===== config.mk =====
export PLATFORM = sky130hd
export DESIGN_NAME = s2c_pipe_ctrl
export DESIGN_NICKNAME = d
export VERILOG_FILES = /design/src/rtl/s2c_pkg.sv /design/src/rtl/s2c_pipe_ctrl.sv
export SDC_FILE = /design/constraint.sdc
export NUM_CORES = 1
export LEC_CHECK = 0
export CAP_MARGIN = 0
export CORE_AREA = 2 2 39 41
export CTS_BUF_LIST = sky130_fd_sc_hd__clkbuf_2
export CTS_CLUSTER_SIZE = 14
export DETAILED_ROUTE_END_ITERATION = 10
export DIE_AREA = 0 0 41 43
export DONT_BUFFER_PORTS = 1
export PLACE_DENSITY = 0.75
export SYNTH_ARGS = -nofsm -noshare
export SYNTH_HDL_FRONTEND = slang
export SYNTH_SLANG_ARGS = --single-unit

===== constraint.sdc =====
create_clock -name clk -period 2.05 [get_ports clk]
set_clock_uncertainty 0.1 [all_clocks]
set_input_delay 0.41 -clock clk [delete_from_list [all_inputs] [get_ports clk]]
set_output_delay 0.41 -clock clk [all_outputs]
set_load 0.005 [all_outputs]

===== src/rtl/s2c_pkg.sv =====
// Shared widths, pipeline layout, palette codes and palette tables for the color ramp.
package s2c_pkg;

  localparam int FRAC_BITS   = 16;
  localparam int VALUE_WIDTH = 32;

  localparam int CH_W    = 8;
  localparam int DIFF_W  = VALUE_WIDTH + 1;
  localparam int POS_W   = VALUE_WIDTH + 3;
  localparam int ACC_W   = VALUE_WIDTH + CH_W;
  localparam int PROD_W  = ACC_W + 2;
  localparam int ADDR_W  = 4;
  localparam int DATA_W  = 32;
  localparam int PSEL_W  = 3;

  localparam int NORM_ST = 4;
  localparam int LERP_ST = 3;
  localparam int DIV_ST  = CH_W;
  localparam int NSTAGE  = NORM_ST + LERP_ST + DIV_ST;

  localparam logic [VALUE_WIDTH-1:0] SPAN_ONE =
    {{(VALUE_WIDTH-1){1'b0}}, 1'b1} << FRAC_BITS;

  // Register indexes (byte address is 4x the index)
  localparam int REG_IDX_W = 2;
  localparam logic [REG_IDX_W-1:0] REG_PALETTE    = 2'd0;
  localparam logic [REG_IDX_W-1:0] REG_RANGE_LOW  = 2'd1;
  localparam logic [REG_IDX_W-1:0] REG_RANGE_HIGH = 2'd2;

  localparam logic [PSEL_W-1:0] PAL_RAINBOW = 3'd0;
  localparam logic [PSEL_W-1:0] PAL_TRAFFIC = 3'd1;
  localparam logic [PSEL_W-1:0] PAL_BLUERED = 3'd2;
  localparam logic [PSEL_W-1:0] PAL_HEAT    = 3'd3;
  localparam logic [PSEL_W-1:0] PAL_COOL    = 3'd4;

  typedef struct packed {
    logic [CH_W-1:0] r;
    logic [CH_W-1:0] g;
    logic [CH_W-1:0] b;
  } rgb_t;

  localparam rgb_t WHITE = {8'd255, 8'd255, 8'd255};

  typedef struct packed {
    logic [PSEL_W-1:0]      palette_select;
    logic [VALUE_WIDTH-1:0] range_low;
    logic [VALUE_WIDTH-1:0] range_high;
  } cfg_t;

  // Result of the normalize/segment stages.
  typedef struct packed {
    logic [PSEL_W-1:0]      pal;
    logic [2:0]             idx;
    logic [POS_W-1:0]       pos;
    logic [VALUE_WIDTH-1:0] den;
    logic [POS_W-1:0]       den_x2;
    logic [POS_W-1:0]       den_x3;
    logic [POS_W-1:0]       den_x4;
  } norm_t;

  // Interpolation numerators per channel (r, g, b from high to low) and the span.
  typedef struct packed {
    logic [VALUE_WIDTH-1:0]      den;
    logic [2:0][ACC_W-1:0]       acc;
  } lerp_t;

  // Number of segments (palette length minus one); unknown palettes map to white.
  function automatic logic [2:0] pal_segs(input logic [PSEL_W-1:0] sel);
    logic [2:0] n;
    unique case (sel)
      PAL_RAINBOW: n = 3'd5;
      PAL_HEAT:    n = 3'd3;
      default:     n = 3'd2;
    endcase
    return n;
  endfunction

  function automatic rgb_t pal_color(input logic [PSEL_W-1:0] sel, input logic [2:0] k);
    rgb_t c;
    c = WHITE;
    unique case (sel)
      PAL_RAINBOW: begin
        unique case (k)
          3'd0:    c = {8'd255, 8'd0,   8'd0};
          3'd1:    c = {8'd255, 8'd127, 8'd0};
          3'd2:    c = {8'd255, 8'd255, 8'd0};
          3'd3:    c = {8'd0,   8'd255, 8'd0};
          3'd4:    c = {8'd0,   8'd255, 8'd255};
          default: c = {8'd0,   8'd0,   8'd255};
        endcase
      end
      PAL_TRAFFIC: begin
        unique case (k)
          3'd0:    c = {8'd255, 8'd0,   8'd0};
          3'd1:    c = {8'd255, 8'd255, 8'd0};
          default: c = {8'd0,   8'd255, 8'd0};
        endcase
      end
      PAL_BLUERED: begin
        unique case (k)
          3'd0:    c = {8'd0,   8'd0,   8'd255};
          3'd1:    c = WHITE;
          default: c = {8'd255, 8'd0,   8'd0};
        endcase
      end
      PAL_HEAT: begin
        unique case (k)
          3'd0:    c = {8'd0,   8'd0,   8'd0};
          3'd1:    c = {8'd255, 8'd0,   8'd0};
          3'd2:    c = {8'd255, 8'd255, 8'd0};
          default: c = WHITE;
        endcase
      end
      PAL_COOL: begin
        unique case (k)
          3'd0:    c = {8'd0,   8'd255, 8'd255};
          3'd1:    c = {8'd0,   8'd0,   8'd255};
          default: c = {8'd128, 8'd0,   8'd128};
        endcase
      end
      default: c = WHITE;
    endcase
    return c;
  endfunction

endpackage


===== src/rtl/s2c_pipe_ctrl.sv =====
// Stage valid bits and per-stage load enables; stalls collapse bubbles.
module s2c_pipe_ctrl import s2c_pkg::*; (
  input  logic              clk,
  input  logic              rst,
  input  logic              in_valid,
  input  logic              out_ready,
  output logic [NSTAGE-1:0] en,
  output logic              out_valid
);

  logic [NSTAGE-1:0] v;
  logic              in_take;
  logic              out_take;

  // A stage loads when it is empty or its contents move on.
  assign en[NSTAGE-1] = !v[NSTAGE-1] || out_ready;
  for (genvar i = 0; i < NSTAGE - 1; i++) begin : g_en
    assign en[i] = !v[i] || en[i+1];
  end

  always_ff @(posedge clk) begin
    if (rst) begin
      v <= '0;
    end else begin
      if (en[0]) v[0] <= in_valid;
      for (int i = 1; i < NSTAGE; i++) begin
        if (en[i]) v[i] <= v[i-1];
      end
    end
  end

  assign out_valid = v[NSTAGE-1];
  assign in_take   = in_valid && en[0];
  assign out_take  = v[NSTAGE-1] && out_ready;

  a_stall_only_when_full: assert property (@(posedge clk) disable iff (rst)
    !en[0] |-> (v == {NSTAGE{1'b1}} && !out_ready))
    else $error("input stalled while pipeline has room");

  a_item_count: assert property (@(posedge clk) disable iff (rst)
    !$past(rst) |->
      $countones(v) == $past($countones(v)) + $past(in_take) - $past(out_take))
    else $error("request lost or duplicated in pipeline");

  a_result_held: assert property (@(posedge clk) disable iff (rst)
    (v[NSTAGE-1] && !out_ready) |=> v[NSTAGE-1])
    else $error("pending result dropped");

endmodule


After elaboration in Yosys (flattened, before gate mapping) --
Cells that the tools add are included.
Cells by class: reductions and logical operators 30
Operator list (number):
- $logic_not A1 Y1 | 15
- $logic_or A1 B1 Y1 | 15
Word-level totals: register bits after elaboration 15, bits of input ports 4, output and inout bits 16, logic and storage cells 45

Depth between registers and ports, before layout --
depth after elaboration 16, mapped depth 6, depth with buffers taken out 4

Worst setup path after synthesis --
Ideal clock, no wire load.
path type input -> output, start point in out_ready, end point out en[1], data arrival time 1.385 ns, required time 1.540 ns, slack 0.155 ns, stages on the path 4, buffers on the path 1, path through and4b_1 > buf_6 > nand2_1 > or4_1
On the way: longest elaborated chain between the ends 14
RTL lines:
- start: declaration | RTL line s2c_pipe_ctrl.sv:6 | input logic out_ready,
- $logic_or A1 B1 Y1 | RTL line s2c_pipe_ctrl.sv:16 | assign en[NSTAGE-1] = !v[NSTAGE-1] || out_ready;
- $logic_or A1 B1 Y1 (3 in series) | RTL line s2c_pipe_ctrl.sv:18 | assign en[i] = !v[i] || en[i+1];
- net en[11] | RTL line s2c_pipe_ctrl.sv:7 | output logic [NSTAGE-1:0] en,
- $logic_or A1 B1 Y1 (10 in series) | RTL line s2c_pipe_ctrl.sv:18
- end: declaration | RTL line s2c_pipe_ctrl.sv:7
The timed path passes the listed nets, and every way through them passes these cells.

Worst setup path in the final report --
start point reg v[9], end point out en[1]
On the way: longest elaborated chain between the ends 10
RTL lines:
- start: declaration | RTL line s2c_pipe_ctrl.sv:11 | logic [NSTAGE-1:0] v;
- start signal: indexed assignment | RTL line s2c_pipe_ctrl.sv:27 | if (en[i]) v[i] <= v[i-1];
- $logic_not A1 Y1 | RTL line s2c_pipe_ctrl.sv:18
- $logic_or A1 B1 Y1 (9 in series) | RTL line s2c_pipe_ctrl.sv:18
No other way between the ends.

==> flow_metrics.py <==
metrics = {
    "timing": {
        "setup_violations": 0,
        "slew_headroom": 0.829,
        "fin_ws_ns": 0.0788,
        "period_share": 0.962,
        "worstMarginPinSlew_ns": 0.253,
        "fin_crit_ns": 1.97,
        "tns_ns": 0,
        "max_freq_mhz": 507,
        "hold_violations": 0,
        "slew_viol_final": 0,
    },
    "synth": {
        "avgSynthCellArea_um2": 8.73,
        "synth_edf_count": 0,
        "synth.net_count": 81,
        "synthArstFlopShare": 0,
        "ys_seq_area_frac": 0.447,
        "syn-cell-area_um2": 672,
        "synth_cell_types": 25,
        "synth_seq_cells": 15,
        "synth_ff_type": "dfxtp_1",
        "syn_inst": 77,
        "ys_warn_count": 0,
    },
    "power": {
        "swShare": 0.232,
        "seqPwrFrac": 0.667,
        "power_w": 0.000445,
        "ir_worst_vdd_uv": 458,
        "pwr-share-clk": 0.315,
        "netSwitchingPower_w": 0.000103,
        "power_frac_comb": 0.018,
        "powerDensity_nw_per_um2": 606,
        "p_int_w": 0.000342,
        "p_leak_nw": 0.248,
    },
    "global_routing": {
        "grt_start_max_net_pins": 14,
        "antenna_found_initial": 0,
        "grt_use_total": 0.171,
        "overflow": 0,
        "grt_pass1_vias": 500,
        "grt_pass1_wl_um": 2060,
    },
    "worst_setup_path": {
        "reg2reg_depth": 5,
        "cp_num_buf_inv": 0,
        "crit_family": "simple AND/OR/NAND/NOR gates",
        "cp_max_fo": 6,
        "cp-end-kind": "primary output",
        "reg2reg_from": "v[13]",
        "crit_type": "reg2out",
        "cp_slowest_cell": "or4_4",
        "worstPathRequired_ns": 1.54,
        "critPathArrivalTime_ns": 1.46,
        "path_cells": "and2_2, nand2_1, or4_4",
        "r2r_slack_ns": 0.33,
        "timing.rr.end": "v[0]",
        "worstSetupPathDepth": 3,
        "start_kind": "flop",
        "max_stage_delay_ns": 0.53,
    },
    "cells_and_area": {
        "largestRegisters": "v: 15 flops",
        "antenna_cells": 0,
        "finalNonFillerCells": 98,
        "fill_cells": 138,
        "finalNetCount": 87,
        "largest_reg_flops": 15,
        "layout_common_cells": "9 x dfxtp_1, 8 x nand4_1, 7 x inv_1, 7 x nor2_1, 7 x a21oi_1",
        "fin_util": 0.531,
        "top_register": "v",
        "drive_gt1_frac": 0.280,
        "layout_commonest_cell": "dfxtp_1",
        "syn2layout_area_growth_pct": 9.31,
    },
    "clock_tree": {
        "htree_levels": 1,
        "clk_pin_slew_ns": 0.16,
        "clk_path_buf_depth": 2,
        "cts-root-buf": "clkbuf_2",
        "cts_made_buffers": 3,
        "clk_latency_ns": 0.29,
        "numClockSinks": 15,
        "cts_tree": "built",
    },
    "die": {
        "die_w_um": 41,
        "io_pins": 20,
        "dieArea_um2": 1760,
        "start_util": 0.486,
        "rows": 14,
        "core_area_um2": 1380,
        "die_h_um": 43,
    },
    "route": {
        "drt_wl_total_um": 1320,
        "vias": 551,
        "drt-initial-drc-count": 7,
        "antenna_left": 0,
        "route.detailed.drc": 0,
        "routed_via_density": 5.62,
        "drtPass1Iterations": 4,
        "routedWlPerCell_um": 13.4,
    },
    "placed_design": {
        "post-place-ws_ns": 0.236,
        "dp_hpwl_um": 944,
        "dp_cells": 92,
        "place.gp.congestion": 0.780,
        "io_buffers": 0,
    },
    "worst_hold_path": {
        "min-delay-path-class": "in2reg",
        "hold_depth": 1,
        "worst_hold_startpoint": "rst",
        "min_to": "v[8]",
    },
    "run_status": {
        "status": "complete, no violations",
    },
    "run": {
        "drv_cap": 0,
    },
}
[area by class of cell]
cell class                 count  area [um^2]  area share
clock buffer                   3         15.0      0.0204
clock inverter                 1         5.00     0.00681
inverter                       9         36.3      0.0494
multi-input combinational     49          309       0.421
sequential                    15          308       0.419
tap                           16         20.0      0.0273
timing repair buffer           5         41.3      0.0562
[layer usage]
metal,vias to the layer above,share of wire,track usage
met5,-,0,0
met4,0,0,0.0400
met3,0,0.069,0.0890
met1,256,0.45,0.231
li1,283,-,-
met2,12,0.48,0.238
[power groups by stage]
stage	registers (W)	clock network (W)	logic, W
floorplan	0.000303	0	0.0000106
global placement	0.000303	0	0.00000770
detailed placement	0.000303	0	0.00000811
CTS	0.000297	0.000144	0.00000815
global route	0.000297	0.000161	0.00000897
finish	0.000297	0.000140	0.00000796
[repair_timing]
action,CTS,global route
pin swaps,1,4
hold buffers,0,0
buffers inserted,0,2
resized for setup,4,8
setup endpoints to repair,1,6
[cells in the mapped netlist, drive strengths merged, types with 2 or more instances]
cell type,n,area share
and3,3,0.030
nand4,8,0.074
buf,4,0.056
a21oi,7,0.052
o2bb2ai,2,0.026
nand2,6,0.034
nand3,5,0.037
or4,2,0.028
dfxtp,15,0.45
inv,9,0.054
nor2,7,0.039
[logic make-up (layout without fill, tap and decap cells)]
| kind of cell | after synthesis | after routing | synth area share |
|---|---|---|---|
| AOI/OAI and AO/OA | 13 | 13 | 0.147 |
| buffers and inverters | 13 | 18 | 0.110 |
| DFF | 15 | 15 | 0.447 |
| and+or+nand+nor | 36 | 36 | 0.296 |
[worst max path at each step]
stage / startpoint / endpoint
floorplan: out_ready / en[1]
global placement: out_ready / en[1]
detailed placement: out_ready / en[1]
CTS: v[14] / en[1]
global route: v[8] / en[1]
finish: v[9] / en[1]
[stage by stage]
step / area, um^2 / hold slack (ns)
after floorplan: 672 / 0.330
after global routing: 734 / 0.0145
after global placement: 677 / 0.338
final: 734 / 0.0568
after detailed placement: 677 / 0.347
after CTS: 704 / 0.0459
No activity file was read; power rests on OpenSTA's default activity.
