===== src/rtl/s2c_pkg.sv =====
// Shared widths, pipeline layout, palette codes and palette tables for the color ramp.
package s2c_pkg;

  localparam int FRAC_BITS   = 16;
  localparam int VALUE_WIDTH = 32;

  localparam int CH_W    = 8;
  localparam int DIFF_W  = VALUE_WIDTH + 1;
  localparam int POS_W   = VALUE_WIDTH + 3;
  localparam int ACC_W   = VALUE_WIDTH + CH_W;
  localparam int PROD_W  = ACC_W + 2;
  localparam int ADDR_W  = 4;
  localparam int DATA_W  = 32;
  localparam int PSEL_W  = 3;

  localparam int NORM_ST = 4;
  localparam int LERP_ST = 3;
  localparam int DIV_ST  = CH_W;
  localparam int NSTAGE  = NORM_ST + LERP_ST + DIV_ST;

  localparam logic [VALUE_WIDTH-1:0] SPAN_ONE =
    {{(VALUE_WIDTH-1){1'b0}}, 1'b1} << FRAC_BITS;

  // Register indexes (byte address is 4x the index)
  localparam int REG_IDX_W = 2;
  localparam logic [REG_IDX_W-1:0] REG_PALETTE    = 2'd0;
  localparam logic [REG_IDX_W-1:0] REG_RANGE_LOW  = 2'd1;
  localparam logic [REG_IDX_W-1:0] REG_RANGE_HIGH = 2'd2;

  localparam logic [PSEL_W-1:0] PAL_RAINBOW = 3'd0;
  localparam logic [PSEL_W-1:0] PAL_TRAFFIC = 3'd1;
  localparam logic [PSEL_W-1:0] PAL_BLUERED = 3'd2;
  localparam logic [PSEL_W-1:0] PAL_HEAT    = 3'd3;
  localparam logic [PSEL_W-1:0] PAL_COOL    = 3'd4;

  typedef struct packed {
    logic [CH_W-1:0] r;
    logic [CH_W-1:0] g;
    logic [CH_W-1:0] b;
  } rgb_t;

  localparam rgb_t WHITE = {8'd255, 8'd255, 8'd255};

  typedef struct packed {
    logic [PSEL_W-1:0]      palette_select;
    logic [VALUE_WIDTH-1:0] range_low;
    logic [VALUE_WIDTH-1:0] range_high;
  } cfg_t;

  // Result of the normalize/segment stages.
  typedef struct packed {
    logic [PSEL_W-1:0]      pal;
    logic [2:0]             idx;
    logic [POS_W-1:0]       pos;
    logic [VALUE_WIDTH-1:0] den;
    logic [POS_W-1:0]       den_x2;
    logic [POS_W-1:0]       den_x3;
    logic [POS_W-1:0]       den_x4;
  } norm_t;

  // Interpolation numerators per channel (r, g, b from high to low) and the span.
  typedef struct packed {
    logic [VALUE_WIDTH-1:0]      den;
    logic [2:0][ACC_W-1:0]       acc;
  } lerp_t;

  // Number of segments (palette length minus one); unknown palettes map to white.
  function automatic logic [2:0] pal_segs(input logic [PSEL_W-1:0] sel);
    logic [2:0] n;
    unique case (sel)
      PAL_RAINBOW: n = 3'd5;
      PAL_HEAT:    n = 3'd3;
      default:     n = 3'd2;
    endcase
    return n;
  endfunction

  function automatic rgb_t pal_color(input logic [PSEL_W-1:0] sel, input logic [2:0] k);
    rgb_t c;
    c = WHITE;
    unique case (sel)
      PAL_RAINBOW: begin
        unique case (k)
          3'd0:    c = {8'd255, 8'd0,   8'd0};
          3'd1:    c = {8'd255, 8'd127, 8'd0};
          3'd2:    c = {8'd255, 8'd255, 8'd0};
          3'd3:    c = {8'd0,   8'd255, 8'd0};
          3'd4:    c = {8'd0,   8'd255, 8'd255};
          default: c = {8'd0,   8'd0,   8'd255};
        endcase
      end
      PAL_TRAFFIC: begin
        unique case (k)
          3'd0:    c = {8'd255, 8'd0,   8'd0};
          3'd1:    c = {8'd255, 8'd255, 8'd0};
          default: c = {8'd0,   8'd255, 8'd0};
        endcase
      end
      PAL_BLUERED: begin
        unique case (k)
          3'd0:    c = {8'd0,   8'd0,   8'd255};
          3'd1:    c = WHITE;
          default: c = {8'd255, 8'd0,   8'd0};
        endcase
      end
      PAL_HEAT: begin
        unique case (k)
          3'd0:    c = {8'd0,   8'd0,   8'd0};
          3'd1:    c = {8'd255, 8'd0,   8'd0};
          3'd2:    c = {8'd255, 8'd255, 8'd0};
          default: c = WHITE;
        endcase
      end
      PAL_COOL: begin
        unique case (k)
          3'd0:    c = {8'd0,   8'd255, 8'd255};
          3'd1:    c = {8'd0,   8'd0,   8'd255};
          default: c = {8'd128, 8'd0,   8'd128};
        endcase
      end
      default: c = WHITE;
    endcase
    return c;
  endfunction

endpackage


===== src/rtl/s2c_lerp.sv =====
// Stages 4-6: segment remainder, palette lookup, interpolation numerators.
module s2c_lerp import s2c_pkg::*; (
  input  logic               clk,
  input  logic [LERP_ST-1:0] en,
  input  norm_t              norm,
  output lerp_t              result
);

  // stage 4
  logic [POS_W-1:0]           base;
  logic [POS_W-1:0]           rem_full;
  rgb_t                       c_lo;
  rgb_t                       c_hi;
  logic [2:0][CH_W-1:0]       lo_ch;
  logic [2:0][CH_W-1:0]       hi_ch;
  logic [2:0][CH_W:0]         delta;
  logic [VALUE_WIDTH-1:0]     rem4_q;
  logic [VALUE_WIDTH-1:0]     den4_q;
  logic [2:0][CH_W-1:0]       c1_q;
  logic [2:0][CH_W:0]         d_q;

  // stage 5
  logic [2:0][ACC_W-1:0]      p1;
  logic [2:0][PROD_W-1:0]     p2;
  logic [2:0][ACC_W-1:0]      p1_q;
  logic [2:0][PROD_W-1:0]     p2_q;
  logic [VALUE_WIDTH-1:0]     den5_q;

  // stage 6
  logic [2:0][PROD_W-1:0]     sum;

  always_comb begin
    unique case (norm.idx)
      3'd0:    base = '0;
      3'd1:    base = POS_W'(norm.den);
      3'd2:    base = norm.den_x2;
      3'd3:    base = norm.den_x3;
      3'd4:    base = norm.den_x4;
      default: base = '0;
    endcase
    rem_full = norm.pos - base;
    c_lo     = pal_color(norm.pal, norm.idx);
    c_hi     = pal_color(norm.pal, norm.idx + 3'd1);
    lo_ch    = c_lo;
    hi_ch    = c_hi;
    for (int ch = 0; ch < 3; ch++) begin
      delta[ch] = {1'b0, hi_ch[ch]} - {1'b0, lo_ch[ch]};
    end
  end

  always_ff @(posedge clk) begin
    if (en[0]) begin
      rem4_q <= rem_full[VALUE_WIDTH-1:0];
      den4_q <= norm.den;
      c1_q   <= lo_ch;
      d_q    <= delta;
    end
  end

  always_comb begin
    for (int ch = 0; ch < 3; ch++) begin
      p1[ch] = ACC_W'(c1_q[ch]) * ACC_W'(den4_q);
      p2[ch] = PROD_W'($signed({1'b0, rem4_q})) * PROD_W'($signed(d_q[ch]));
    end
  end

  always_ff @(posedge clk) begin
    if (en[1]) begin
      p1_q   <= p1;
      p2_q   <= p2;
      den5_q <= den4_q;
    end
  end

  // c1*den + rem*(c2-c1) lies in [0, 256*den), so it fits ACC_W unsigned
  always_comb begin
    for (int ch = 0; ch < 3; ch++) begin
      sum[ch] = $signed({2'b00, p1_q[ch]}) + $signed(p2_q[ch]);
    end
  end

  always_ff @(posedge clk) begin
    if (en[2]) begin
      result.den <= den5_q;
      for (int ch = 0; ch < 3; ch++) begin
        result.acc[ch] <= sum[ch][ACC_W-1:0];
      end
    end
  end

endmodule


===== config.mk =====
export PLATFORM = sky130hd
export DESIGN_NAME = s2c_lerp
export DESIGN_NICKNAME = d
export VERILOG_FILES = /design/src/rtl/s2c_pkg.sv /design/src/rtl/s2c_lerp.sv
export SDC_FILE = /design/constraint.sdc
export NUM_CORES = 2
export LEC_CHECK = 0
export ABC_AREA = 1
export BUFFER_PORTS_ARGS = -buffer_cell sky130_fd_sc_hd__buf_2
export CORE_ASPECT_RATIO = 0.75
export CORE_MARGIN = 2
export CORE_UTILIZATION = 55
export DETAILED_ROUTE_END_ITERATION = 7
export GPL_ROUTABILITY_DRIVEN = 0
export PLACE_DENSITY = 0.76
export SYNTH_ARGS = -nofsm -noshare
export SYNTH_HDL_FRONTEND = slang
export SYNTH_SLANG_ARGS = --single-unit

===== constraint.sdc =====
create_clock -name clk -period 6.1 [get_ports clk]
set_clock_uncertainty 0.15 [all_clocks]
set_input_delay 0.305 -clock clk [delete_from_list [all_inputs] [get_ports clk]]
set_output_delay 0.305 -clock clk [all_outputs]
set_load 0.05 [all_outputs]

[Yosys cells after proc, flatten, opt, wreduce, memory -nomap -nowiden]
Index checks and enable logic that the tools add are counted.
Word-level totals
  register bits after elaboration: 539
  output and inout port bits: 152
  word-level logic and storage cells: 61
Cells by class
  $add $sub $neg: 8
  multiply operators: 6
  equality and inequality tests: 12
  multiplexer cells: 13
  reductions and logical operators: 3
Operators with widths (number)
  24-bit case mux with 5 select lines: 4
  24-bit case mux with 2 select lines: 6
  24-bit case mux with 3 select lines: 2
  32-bit case mux with 4 select lines: 1
  40-bit adder: 3
  33-bit by 9-bit multiplier with 40-bit output: 3
  8-bit by 32-bit multiplier with 40-bit output: 3
  32-bit subtractor: 1
  8-bit by 8-bit subtractor with 9-bit output: 3
  3-bit by 2-bit == test with 1-bit output, second input constant: 6
  3-bit by 1-bit == test with 1-bit output, second input constant: 3
  3-bit == test, second input constant: 3
  3-bit zero test: 3
  3-bit by 1-bit adder with 3-bit output, second input constant: 1

[Longest topological paths before layout]
  word-level depth: 5
  gate-level depth with buffers: 24
  depth with buffers taken out: 23

[Worst setup path after synthesis]
No wires, ideal clock.
  path type: register to register
  start: reg d_q[6] (netlist name)
  end: reg p2_q[37] (netlist name) (data pin)
  library setup time: 0.252 ns
  arrival: 4.608 ns
  slack: 1.089 ns
  stages on the path, launching flop included: 23
  clock period less this slack: 5.011 ns
  cells stage by stage: edfxtp_1 clkbuf_1 buf_1 nand2_1 fa_1 inv_1 fa_1 inv_1 fa_1 fa_1 inv_1 fa_1 ha_1 nand2_1 nand3_1 nand2_1 nand2_1 nand2_1 nand2_1 nand2_1 nand2_1 nand2_1 nand2_1
RTL lines
  from (decl): line s2c_lerp.sv:20  | logic [2:0][CH_W:0] d_q;
  from (signal assigned): line s2c_lerp.sv:56  | d_q <= delta;
  to (signal assigned): line s2c_lerp.sv:70  | p2_q <= p2;
  to (decl): line s2c_lerp.sv:26  | logic [2:0][PROD_W-1:0] p2_q;

==> metrics.txt <==
vias roughly 61000; WP data required between 6000 and 7000 ps; RSZ-0062 raised after global routing false; Netlist cell types 42; # fillers approximately 11000; Routed Antenna Nets 0; Yosys top cell area share 31.35%; Peak Freq ~170 MHz; Yosys Warn Count 0; Crit. Startpoint rem4_q[2]; crit path launch type flop; Final setup viols 0; area grow syn2layout 8.545%; postcts setup bufs 0; max-cap viol count 0; clk sink count about 500; Skew-Pair Late Insertion Delay between 700 and 800 ps; HPWL Detailed 175.4 mm; #FFs+latches synth slightly above 500; H-tree level count 2; largest net degree at the start of global routing 160; vias in the first global route between 60000 and 70000; Chip Height roughly 320 um; Die ar. roughly 140000 sq um; final count of pins violating max slew 0; initial antenna violation count 3; fin area between 80000 and 90000 sq um; clock slew at reported path FFs approximately 70 ps; Synth Flop Type edfxtp_1; core area 135700 sq um; ys async rst share 0%; # rows about 120; layout net count approximately 12000; TritonCTS clock tree done; drc violations 0; vias per cell around 5.4; Die Width 430.8 um; result of the run finished clean; leading area contributor after synthesis fa_1; first-pass GRT wire length ~330 mm; crit path max fanout 10; total grt overflow 0; Area contributors post-synth fa_1 (31%), edfxtp_1 (20%), nand2_1 (14%), inv_1 (10%), ha_1 (10%); minimum clock period around 5800 ps; layout cells sized above 1 under 10%; drt pass-1 iters 7; Fin. Hold Viols 0; I/O Buffers ~320; hold_ws approximately 0.27 ps; Tot GR Track Use approximately 30%; Critical Path AT approximately 6000 ps; Post-synth EDFFs approximately 500; clk buf depth 3; Root Driver clkbuf_16; setup TNS 0 ps; Slew HR between 15 and 20%; worst hold path type input port to flop; sequential element share of the synthesized area between 20% and 30%; R2R Setup Slk between 300 and 400 ps; Post-Synthesis Net Count between 10000 and 15000; hold_sp en[2]; crit-path cells nand2_1 > fa_1 > fa_1 > fa_1 > fa_1 > inv_1 > fa_1 > ha_1 > a21oi_1 > nand2_1 > nand2_1 > nand3_1 > nand2_1 > nand2_1 > nand2_1 > nand2_1 > nand2_1 > nand2_1; Initial Utilization a little under three fifths; CP max stage cell edfxtp_1; Top cell by count, worst path nand2_1; Syn Inst Count ~9000; Slew @ Worst Pin 1275 ps; Reg-to-Reg Start rem4_q[2]; CP Capture Type flop; I/O pin count around 330; Num CTS Buffers 54; placed cell areas 79420 sq um; CTS-repair resized insts 0; class of the most critical setup path flop to flop; drt total wl approximately 200 mm; Worst path max stage delay 930 ps; Post-Syn Area between 70000 and 80000 sq um; initial DRC count between 6000 and 7000; WL/cell approximately 18 um; Tcrit/Tclk final a little over nine tenths; Mapped Avg Cell Area about 8.2 sq um
## synthesized netlist by cell type (2+ instances only)
master	number
nand2_1	2732
inv_1	2051
fa_1	1177
ha_1	612
nor2_1	608
edfxtp_1	506
a21oi_1	354
nand3_1	281
o21ai_0	188
xor2_1	166
clkbuf_1	100
nor3_1	87
xnor2_1	48
a221oi_1	30
a22o_1	29
o21bai_1	27
nand4_1	22
a31oi_1	18
nor2_2	16
nand3_2	10
nand3b_1	10
and2_1	9
nor4_1	8
inv_2	6
nand2b_1	6
nor3_2	6
buf_2	4
clkinv_1	4
nand2_2	4
buf_1	3
o21ai_1	3
or2_1	3
nand2_4	2
nor2_4	2
o21ai_2	2
## cell type report
type	count	area (sq um)	share of cell area [%]
timing repair buffer	459	2801	3.434
tap	1785	2233	2.738
inverter	2061	7736	9.483
antenna	5	12.51	0.01534
clock inverter	44	415.4	0.5092
multi-input combinational	6467	51820	63.52
clock buffer	58	1366	1.675
sequential	506	15190	18.63
## cell families (layout without fill, tap and decap cells)
| kind of cell | after synthesis | count (layout) | synth area share (%) |
|---|---|---|---|
| simple gates | 3808 | 3808 | 20.10 |
| xor+xnor | 214 | 214 | 2.494 |
| other cells | 0 | 5 | 0 |
| fa+ha+maj | 1789 | 1789 | 41.54 |
| flops | 506 | 506 | 20.22 |
| compound gates | 656 | 656 | 4.813 |
| buf+inv | 2168 | 2622 | 10.83 |
## worst paths after layout
| kind | endpoint | cells past startpoint |
|---|---|---|
| worst max-delay path | p2_q[38] | 18 |
| worst min register to register | result[138] | 0 |
| worst max register to register | p2_q[38] | 18 |
| worst min-delay path | result[117] | 1 |
## flip-flops by register name (all words and copies together), names as in the netlist
| signal | cells |
|---|---|
| result | 152 |
| p1_q | 120 |
| p2_q | 120 |
| den4_q | 32 |
| den5_q | 32 |
| rem4_q | 32 |
| d_q | 12 |
| c1_q | 6 |
## placed cells by master, fill, tap and decap left out, drive strengths merged, types with 27 or more instances in the layout
cell type	instances
edfxtp	506
a221oi	30
xor2	166
dlygate4sd3	36
nand2	2738
buf	423
xnor2	48
a21oi	354
clkbuf	58
a22o	29
nor2	626
o21bai	27
nor3	94
fa	1177
o21ai	193
ha	612
nand3	291
inv	2063
clkinv	30
## per-layer routing
metal	global-route usage, %	vias to the layer above	part of all wire, %
met4	12.01	2	4.7
met3	7.017	397	11
met5	0	-	0.0063
li1	-	28680	-
met1	42.41	29270	41
met2	46.00	3044	43
## metrics by stage
step	setup WS (ps)	utilization, %	std cells
2_1_floorplan	1089	-	9141
3_3_place_gp	548.4	58.53	11240
3_5_place_dp	473.1	58.53	11240
4_1_cts	440.2	60.11	11380
5_1_grt	29.96	60.11	11380
6_report	342.7	60.11	11390
## critical path, delay by kind of cell (launching register included)
kind / cells / cell delay (ps)
buffers and inverters: 1 / 50
flip-flops: 1 / 930
AO/OA/AOI/OAI: 1 / 330
adder cells (fa/ha/maj): 6 / 2710
AND/OR/NAND/NOR: 10 / 1310
## what timing repair did
item | in CTS | in global routing
endpoints found under the setup margin | 0 | 0
endpoints found under the hold margin | 100 | 0
hold buffers | 36 | 0
Power is not shown: default switching activity piles up to over one toggle a cycle in this logic, so the estimate is an artifact.
