### config.mk
export PLATFORM = sky130hd
export DESIGN_NAME = s2c_norm
export DESIGN_NICKNAME = d
export VERILOG_FILES = /design/src/rtl/s2c_pkg.sv /design/src/rtl/s2c_norm.sv
export SDC_FILE = /design/constraint.sdc
export NUM_CORES = 1
export LEC_CHECK = 0
export ABC_AREA = 1
export BUFFER_PORTS_ARGS = -buffer_cell sky130_fd_sc_hd__buf_2
export CORE_MARGIN = 5
export CORE_UTILIZATION = 55
export CTS_BUF_LIST = sky130_fd_sc_hd__clkbuf_4
export DETAILED_ROUTE_END_ITERATION = 6
export GPL_ROUTABILITY_DRIVEN = 0
export PLACE_DENSITY = 0.79
export SYNTH_ARGS = -nofsm -noshare
export SYNTH_HDL_FRONTEND = slang
export SYNTH_SLANG_ARGS = --single-unit
### constraint.sdc
create_clock -name clk -period 3.9 [get_ports clk]
set_clock_uncertainty 0.05 [all_clocks]
set_input_delay 0.78 -clock clk [delete_from_list [all_inputs] [get_ports clk]]
set_output_delay 0.78 -clock clk [all_outputs]
set_load 0.03 [all_outputs]
### src/rtl/s2c_pkg.sv
// Shared widths, pipeline layout, palette codes and palette tables for the color ramp.
package s2c_pkg;

  localparam int FRAC_BITS   = 16;
  localparam int VALUE_WIDTH = 32;

  localparam int CH_W    = 8;
  localparam int DIFF_W  = VALUE_WIDTH + 1;
  localparam int POS_W   = VALUE_WIDTH + 3;
  localparam int ACC_W   = VALUE_WIDTH + CH_W;
  localparam int PROD_W  = ACC_W + 2;
  localparam int ADDR_W  = 4;
  localparam int DATA_W  = 32;
  localparam int PSEL_W  = 3;

  localparam int NORM_ST = 4;
  localparam int LERP_ST = 3;
  localparam int DIV_ST  = CH_W;
  localparam int NSTAGE  = NORM_ST + LERP_ST + DIV_ST;

  localparam logic [VALUE_WIDTH-1:0] SPAN_ONE =
    {{(VALUE_WIDTH-1){1'b0}}, 1'b1} << FRAC_BITS;

  // Register indexes (byte address is 4x the index)
  localparam int REG_IDX_W = 2;
  localparam logic [REG_IDX_W-1:0] REG_PALETTE    = 2'd0;
  localparam logic [REG_IDX_W-1:0] REG_RANGE_LOW  = 2'd1;
  localparam logic [REG_IDX_W-1:0] REG_RANGE_HIGH = 2'd2;

  localparam logic [PSEL_W-1:0] PAL_RAINBOW = 3'd0;
  localparam logic [PSEL_W-1:0] PAL_TRAFFIC = 3'd1;
  localparam logic [PSEL_W-1:0] PAL_BLUERED = 3'd2;
  localparam logic [PSEL_W-1:0] PAL_HEAT    = 3'd3;
  localparam logic [PSEL_W-1:0] PAL_COOL    = 3'd4;

  typedef struct packed {
    logic [CH_W-1:0] r;
    logic [CH_W-1:0] g;
    logic [CH_W-1:0] b;
  } rgb_t;

  localparam rgb_t WHITE = {8'd255, 8'd255, 8'd255};

  typedef struct packed {
    logic [PSEL_W-1:0]      palette_select;
    logic [VALUE_WIDTH-1:0] range_low;
    logic [VALUE_WIDTH-1:0] range_high;
  } cfg_t;

  // Result of the normalize/segment stages.
  typedef struct packed {
    logic [PSEL_W-1:0]      pal;
    logic [2:0]             idx;
    logic [POS_W-1:0]       pos;
    logic [VALUE_WIDTH-1:0] den;
    logic [POS_W-1:0]       den_x2;
    logic [POS_W-1:0]       den_x3;
    logic [POS_W-1:0]       den_x4;
  } norm_t;

  // Interpolation numerators per channel (r, g, b from high to low) and the span.
  typedef struct packed {
    logic [VALUE_WIDTH-1:0]      den;
    logic [2:0][ACC_W-1:0]       acc;
  } lerp_t;

  // Number of segments (palette length minus one); unknown palettes map to white.
  function automatic logic [2:0] pal_segs(input logic [PSEL_W-1:0] sel);
    logic [2:0] n;
    unique case (sel)
      PAL_RAINBOW: n = 3'd5;
      PAL_HEAT:    n = 3'd3;
      default:     n = 3'd2;
    endcase
    return n;
  endfunction

  function automatic rgb_t pal_color(input logic [PSEL_W-1:0] sel, input logic [2:0] k);
    rgb_t c;
    c = WHITE;
    unique case (sel)
      PAL_RAINBOW: begin
        unique case (k)
          3'd0:    c = {8'd255, 8'd0,   8'd0};
          3'd1:    c = {8'd255, 8'd127, 8'd0};
          3'd2:    c = {8'd255, 8'd255, 8'd0};
          3'd3:    c = {8'd0,   8'd255, 8'd0};
          3'd4:    c = {8'd0,   8'd255, 8'd255};
          default: c = {8'd0,   8'd0,   8'd255};
        endcase
      end
      PAL_TRAFFIC: begin
        unique case (k)
          3'd0:    c = {8'd255, 8'd0,   8'd0};
          3'd1:    c = {8'd255, 8'd255, 8'd0};
          default: c = {8'd0,   8'd255, 8'd0};
        endcase
      end
      PAL_BLUERED: begin
        unique case (k)
          3'd0:    c = {8'd0,   8'd0,   8'd255};
          3'd1:    c = WHITE;
          default: c = {8'd255, 8'd0,   8'd0};
        endcase
      end
      PAL_HEAT: begin
        unique case (k)
          3'd0:    c = {8'd0,   8'd0,   8'd0};
          3'd1:    c = {8'd255, 8'd0,   8'd0};
          3'd2:    c = {8'd255, 8'd255, 8'd0};
          default: c = WHITE;
        endcase
      end
      PAL_COOL: begin
        unique case (k)
          3'd0:    c = {8'd0,   8'd255, 8'd255};
          3'd1:    c = {8'd0,   8'd0,   8'd255};
          default: c = {8'd128, 8'd0,   8'd128};
        endcase
      end
      default: c = WHITE;
    endcase
    return c;
  endfunction

endpackage

### src/rtl/s2c_norm.sv
// Stages 0-3: offset and span, clamp, segment position, segment index.
module s2c_norm import s2c_pkg::*; (
  input  logic                   clk,
  input  logic [NORM_ST-1:0]     en,
  input  logic [VALUE_WIDTH-1:0] sample_value,
  input  cfg_t                   cfg,
  output norm_t                  result
);

  // stage 0
  logic signed [DIFF_W-1:0] span_diff;
  logic signed [DIFF_W-1:0] offs;
  logic [VALUE_WIDTH-1:0]   den0;
  logic [VALUE_WIDTH-1:0]   den0_q;
  logic [DIFF_W-1:0]        offs0_q;
  logic [PSEL_W-1:0]        pal0_q;

  // stage 1
  logic [VALUE_WIDTH-1:0]   num1;
  logic [VALUE_WIDTH-1:0]   num1_q;
  logic [VALUE_WIDTH-1:0]   den1_q;
  logic [PSEL_W-1:0]        pal1_q;

  // stage 2
  logic [2:0]               segs1;
  logic [POS_W-1:0]         pos1;
  logic [POS_W-1:0]         dx2;
  logic [POS_W-1:0]         dx3;
  logic [POS_W-1:0]         pos2_q;
  logic [VALUE_WIDTH-1:0]   den2_q;
  logic [POS_W-1:0]         dx2_q;
  logic [POS_W-1:0]         dx3_q;
  logic [POS_W-1:0]         dx4_q;
  logic [PSEL_W-1:0]        pal2_q;

  // stage 3
  logic [2:0]               whole;
  logic [2:0]               idx_max;
  logic [2:0]               idx;

  always_comb begin
    span_diff = DIFF_W'($signed(cfg.range_high)) - DIFF_W'($signed(cfg.range_low));
    offs      = DIFF_W'($signed(sample_value)) - DIFF_W'($signed(cfg.range_low));
    den0      = (span_diff > 0) ? span_diff[VALUE_WIDTH-1:0] : SPAN_ONE;
  end

  always_ff @(posedge clk) begin
    if (en[0]) begin
      den0_q  <= den0;
      offs0_q <= offs;
      pal0_q  <= cfg.palette_select;
    end
  end

  always_comb begin
    if (offs0_q[DIFF_W-1]) begin
      num1 = '0;
    end else if (offs0_q > {1'b0, den0_q}) begin
      num1 = den0_q;
    end else begin
      num1 = offs0_q[VALUE_WIDTH-1:0];
    end
  end

  always_ff @(posedge clk) begin
    if (en[1]) begin
      num1_q <= num1;
      den1_q <= den0_q;
      pal1_q <= pal0_q;
    end
  end

  always_comb begin
    segs1 = pal_segs(pal1_q);
    pos1  = POS_W'(num1_q) * POS_W'(segs1);
    dx2   = POS_W'(den1_q) << 1;
    dx3   = POS_W'(den1_q) + dx2;
  end

  always_ff @(posedge clk) begin
    if (en[2]) begin
      pos2_q <= pos1;
      den2_q <= den1_q;
      dx2_q  <= dx2;
      dx3_q  <= dx3;
      dx4_q  <= POS_W'(den1_q) << 2;
      pal2_q <= pal1_q;
    end
  end

  // floor(pos/den) from compares against the span multiples, then capped at the last segment
  always_comb begin
    idx_max = pal_segs(pal2_q) - 3'd1;
    priority if (pos2_q >= dx4_q)          whole = 3'd4;
    else if (pos2_q >= dx3_q)              whole = 3'd3;
    else if (pos2_q >= dx2_q)              whole = 3'd2;
    else if (pos2_q >= POS_W'(den2_q))     whole = 3'd1;
    else                                   whole = 3'd0;
    idx = (whole > idx_max) ? idx_max : whole;
  end

  always_ff @(posedge clk) begin
    if (en[3]) begin
      result.pal    <= pal2_q;
      result.idx    <= idx;
      result.pos    <= pos2_q;
      result.den    <= den2_q;
      result.den_x2 <= dx2_q;
      result.den_x3 <= dx3_q;
      result.den_x4 <= dx4_q;
    end
  end

endmodule

# Word-level counts from Yosys, hierarchy flattened
# Index checks and enable logic that the tools add are counted.
# op_classes
add_sub_neg	4
mul	1
n_lt_le_gt_ge	7
n_eq_ne	2
n_mux	8
reduce_logical	2
# op_table
cell	count
$sub A32 B32 Y33	2
$ge A35 B32 Y1	1
$ge A35 B33 Y1	1
$ge A35 B34 Y1	1
$ge A35 B35 Y1	1
$mul A32 B3 Y35	1
$add A32 B33 Y34	1
$gt A33 B1 Y1 const B	1
$gt A33 B32 Y1	1
$mux W32	1
$pmux W3 S2	2
$eq A3 B2 Y1 const B	2
$logic_not A3 Y1	2
$mux W3	2
$mux W2	2
$gt A3 B3 Y1	1
$sub A3 B1 Y3 const B	1
$mux W1	1
# word_totals
ff_bits	348
inputBits	104
output_inout_bits	178
word_cells	39

# Depth between registers and ports, before layout
# logic_depth
word_depth	7
ltp_mapped	21
depth_no_buf	21

# Worst setup path after synthesis
# No wires, ideal clock.
# synth_timing
kind	reg-to-reg
from	reg pal1_q[2]
to	reg pos2_q[20] (data pin)
setup_time_ns	0.258
arrival_time_ns	3.643
t_required_ns	3.592
setup_slack_ns	-0.051
stages_incl_launch_ff	18
synth_period_minus_slack_ns	3.951
path_cell_list	edfxtp_1 > nor3_1 > inv_1 > nand2_1 > clkbuf_1 > nand2_1 > fa_1 > inv_1 > ha_1 > inv_1 > fa_1 > o21ai_0 > nand3_1 > nand2_1 > a21oi_1 > o21ai_0 > a21oi_1 > xnor2_1
# synth_via
elab_chain_len	3
# synth_rtl
element	line_no	text
start: declaration	s2c_norm.sv:22	logic [PSEL_W-1:0] pal1_q;
start signal: assignment	s2c_norm.sv:69	pal1_q <= pal0_q;
$eq A3 B2 Y1 or $logic_not A3 Y1 (tied branches)	s2c_pkg.sv:70	unique case (sel)
$pmux W3 S2 *	s2c_pkg.sv:70	
$mul A32 B3 Y35 *	s2c_norm.sv:75	pos1 = POS_W'(num1_q) * POS_W'(segs1);
via pos1[20]	s2c_norm.sv:26	logic [POS_W-1:0] pos1;
end signal: assignment	s2c_norm.sv:82	pos2_q <= pos1;
end: declaration	s2c_norm.sv:29	logic [POS_W-1:0] pos2_q;
# The timed path passes the listed nets; every way through them passes the cells marked *.
# A chain may end at the register's enable or synchronous reset.

# Worst setup path in the final report
# layout_timing
from	reg pal1_q[2]
to	reg pos2_q[32] (data pin)
# Same word-level chain as after synthesis.

==> impl_metrics.toml <==
[run_status]
violations = "design-rule violations"
status = "complete, but fails checks"

[cts]
cts_tree = "done"
cts_buffers = 80
root_buffer = "clkbuf_4"
htree_levels = 3
cts.clk_slew.worst_paths_ps = 60
cts.sinks = 344
post-cts-setup-buffers = 0
hold_buffers = 0
cts.path.max_buffers = 3
postCtsResizedCells = 0
insertion_delay_ps = 740

[worst_setup_path]
cp_max_fo = 23
path_buf_inv = 4
crit_top_cell = "nand2_1"
slowest_delay_ps = 470
start_kind = "register"
critical_path_arrival_ps = 4110
critPathKind = "reg2reg"
rrSetupSlack_ps = 190
worst_ep_required_time_ps = 4300
rr_worst_depth = 16
end_kind = "register"
path_delay_family = "compound AO/OA/AOI/OAI gates"
path_cells = "nor3_2 > inv_1 > nand2_1 > buf_12 > nand2_1 > fa_1 > inv_1 > ha_1 > nand2_1 > inv_1 > a21oi_1 > o21ai_0 > a221oi_1 > a21oi_1 > o21ai_0 > nand2_1"
worst_path_max_delay_cell = "fa_1"
reg2reg_from = "pal1_q[2]$_DFFE_PP_"
timing.rr.end = "pos2_q[32]$_DFFE_PP_"

[grt]
grt_max_degree = 69
grt_pass1_wl_um = 98600
antenna_found_initial = 1
grt_overflow = 0
grt_use_total_pct = 24.2
grt_pass1_vias = 20800

[routing]
vias = 21300
wl_per_cell_um = 16.0
drt_iter0_markers = 2121
drc = 1
antenna_left = 0
avgViaCountPerCell = 5.50
wirelength_um = 62000
dr.pass1.iters = 7

[pwr]
clockPowerShare_pct = 22.4
p_sw_share_pct = 37.4
power.total_mw = 12.5
p_switching_mw = 4.69
p_comb_share_pct = 34.9
p_seq_share_pct = 42.6
leakagePower_nw = 13.8
ir_drop_mv = 0.233
intPower_mw = 7.83
cellPowerDensity_nw_per_um2 = 449

[placement]
dpl.cell_count = 3729
placed_area_um2 = 26800
portBuffers = 274
dp_hpwl_um = 51100

[synthesis]
synth_cell_types = 41
synth_area_per_cell_um2 = 8.60
synth-async-reset-ratio_pct = 0
synthCells = 2919
synth_edf_count = 344
ys.flop_type = "edfxtp_1"
ys_seq_area_share_pct = 41.1
synth.ff_latch_count = 344
ys_warn_count = 0
syn_area_um2 = 25100

[timing]
min_period_ps = 3710
finalCritPeriodShare_pct = 95.0
worst_pin_slew_ps = 934
setup_viol_count_final = 0
max_freq_mhz = 270
rsz0062_at_grt = "no"
slew_headroom_pct = 37.2
fin_tns_setup_ps = 0
maxSlewViolCount = 0
final-hold-violation-count = 0

[worst_hold_path]
holdPathStages = 1
min_path_type = "in2reg"
hold_path_end = "pal0_q[1]$_DFFE_PP_"
hp-start = "cfg[65]"

[die]
coreArea_um2 = 45300
dieHeight_um = 224
initial_core_util_pct = 55.4
io_pins = 282
die_area_um2 = 50000
die_x_um = 224
num_rows = 78

[layout]
num-fill-cells = 3791
nets = 3644
drive_gt1_share_pct = 13.8
finish.instance_area_um2 = 27900
syn_to_final_growth_pct = 11.0
utilization_pct = 61.5
fin_cells = 3871

[job]
maxCapViolations = 0
## state kept, by name, indices dropped and copies added (netlist names), 32 cells and up
| name | cells |
|---|---|
| den0_q | 32 |
| den1_q | 32 |
| dx4_q | 32 |
| offs0_q | 33 |
| result | 106 |
| pos2_q | 35 |
| num1_q | 32 |
| dx3_q | 33 |
## how the worst max path moves through the flow
stage	start	endpoint	slack, ps	cells after the start
after detailed placement	pal1_q[2]$_DFFE_PP_	pos2_q[26]$_DFFE_PP_	30	16
after CTS	pal1_q[2]$_DFFE_PP_	pos2_q[26]$_DFFE_PP_	80	16
after floorplan	pal1_q[2]$_DFFE_PP_	pos2_q[20]$_DFFE_PP_	80	17
final	pal1_q[2]$_DFFE_PP_	pos2_q[32]$_DFFE_PP_	190	16
after global routing	pal1_q[2]$_DFFE_PP_	pos2_q[34]$_DFFE_PP_	20	16
after global placement	pal1_q[2]$_DFFE_PP_	pos2_q[26]$_DFFE_PP_	140	16
## cell type report
cell class	instances	area, um2	share of cell area, %
Inverter	487	1830	6.56
Clock buffer	104	781	2.80
Sequential cell	344	10300	37.1
Clock inverter	37	240	0.862
Timing Repair Buffer	297	1580	5.66
Antenna cell	1	2.50	0.00898
Tap cell	600	751	2.69
Multi-Input combinational cell	2001	12400	44.3
## metal layers
layer | vias up | part of all wire, % | GRT usage, %
met5 | - | 0 | 0
met4 | 0 | 5.9 | 14.1
li1 | 10300 | - | -
met3 | 248 | 7.9 | 3.21
met1 | 9587 | 38 | 28.5
met2 | 1130 | 48 | 42.3
## worst register-to-register path, stage by stage (launching register included)
cell      delay, ps
edfxtp_1        410
nor3_2          250
inv_1            90
nand2_1         160
buf_12          180
nand2_1          80
fa_1            470
inv_1            40
ha_1            370
nand2_1         190
inv_1            60
a21oi_1         170
o21ai_0         120
a221oi_1        410
a21oi_1         140
o21ai_0         190
nand2_1          80
## cell usage after synthesis (8+ instances only)
master	count	area (um2)
nand2_1	640	2400
inv_1	486	1820
edfxtp_1	344	10300
ha_1	295	3690
nor2_1	263	987
a21oi_1	209	1050
o21ai_0	115	576
nand3_1	103	515
buf_4	72	541
nand4_1	56	350
xor2_1	55	482
xnor2_1	41	359
nor3_1	39	195
fa_1	34	681
nor4_1	27	169
a21o_1	17	128
clkbuf_1	15	56.3
nand2_2	13	81.3
o21bai_1	12	90.1
a31oi_1	11	68.8
nor2_2	11	68.8
o211ai_1	9	67.6
nand3b_1	8	60.1
## layout by cell type (no fill, tap or decap), types with 12 or more instances in the layout
master	count
nor4_1	26
edfxtp_1	344
buf_2	272
a21o_1	17
xor2_1	55
ha_1	295
nor2_1	263
o21bai_1	12
nand3_1	103
o21ai_0	112
clkbuf_4	104
nand2_1	640
clkinv_1	23
nand2_2	13
xnor2_1	41
fa_1	34
nand4_1	56
buf_4	22
a21oi_1	209
nor3_1	37
inv_1	486
## per-stage QoR
stage               hold WS [ps]  setup WS [ps]
floorplan                    350           81.0
global placement             360            138
detailed placement           357           31.7
CTS                          111           76.4
global route                 149           21.5
finish                       216            193
## logic make-up after synthesis
family / share of synthesized area, %
and+or+nand+nor: 19.6
buffers and inverters: 9.85
other: 0.0149
AOI/OAI and AO/OA: 8.66
adders and majority gates: 17.4
DFF: 41.1
xor gates and xnor gates: 3.35
## power by group through the flow
stage	combinational (mW)	sequential, mW	clock [mW]
finish	4.37	5.34	2.81
global route	4.90	5.39	3.14
CTS	4.29	5.32	2.92
detailed placement	4.27	5.40	0
global placement	4.10	5.38	0
floorplan	2.96	5.45	0
Note: power is estimated with default switching activity, not from simulation.
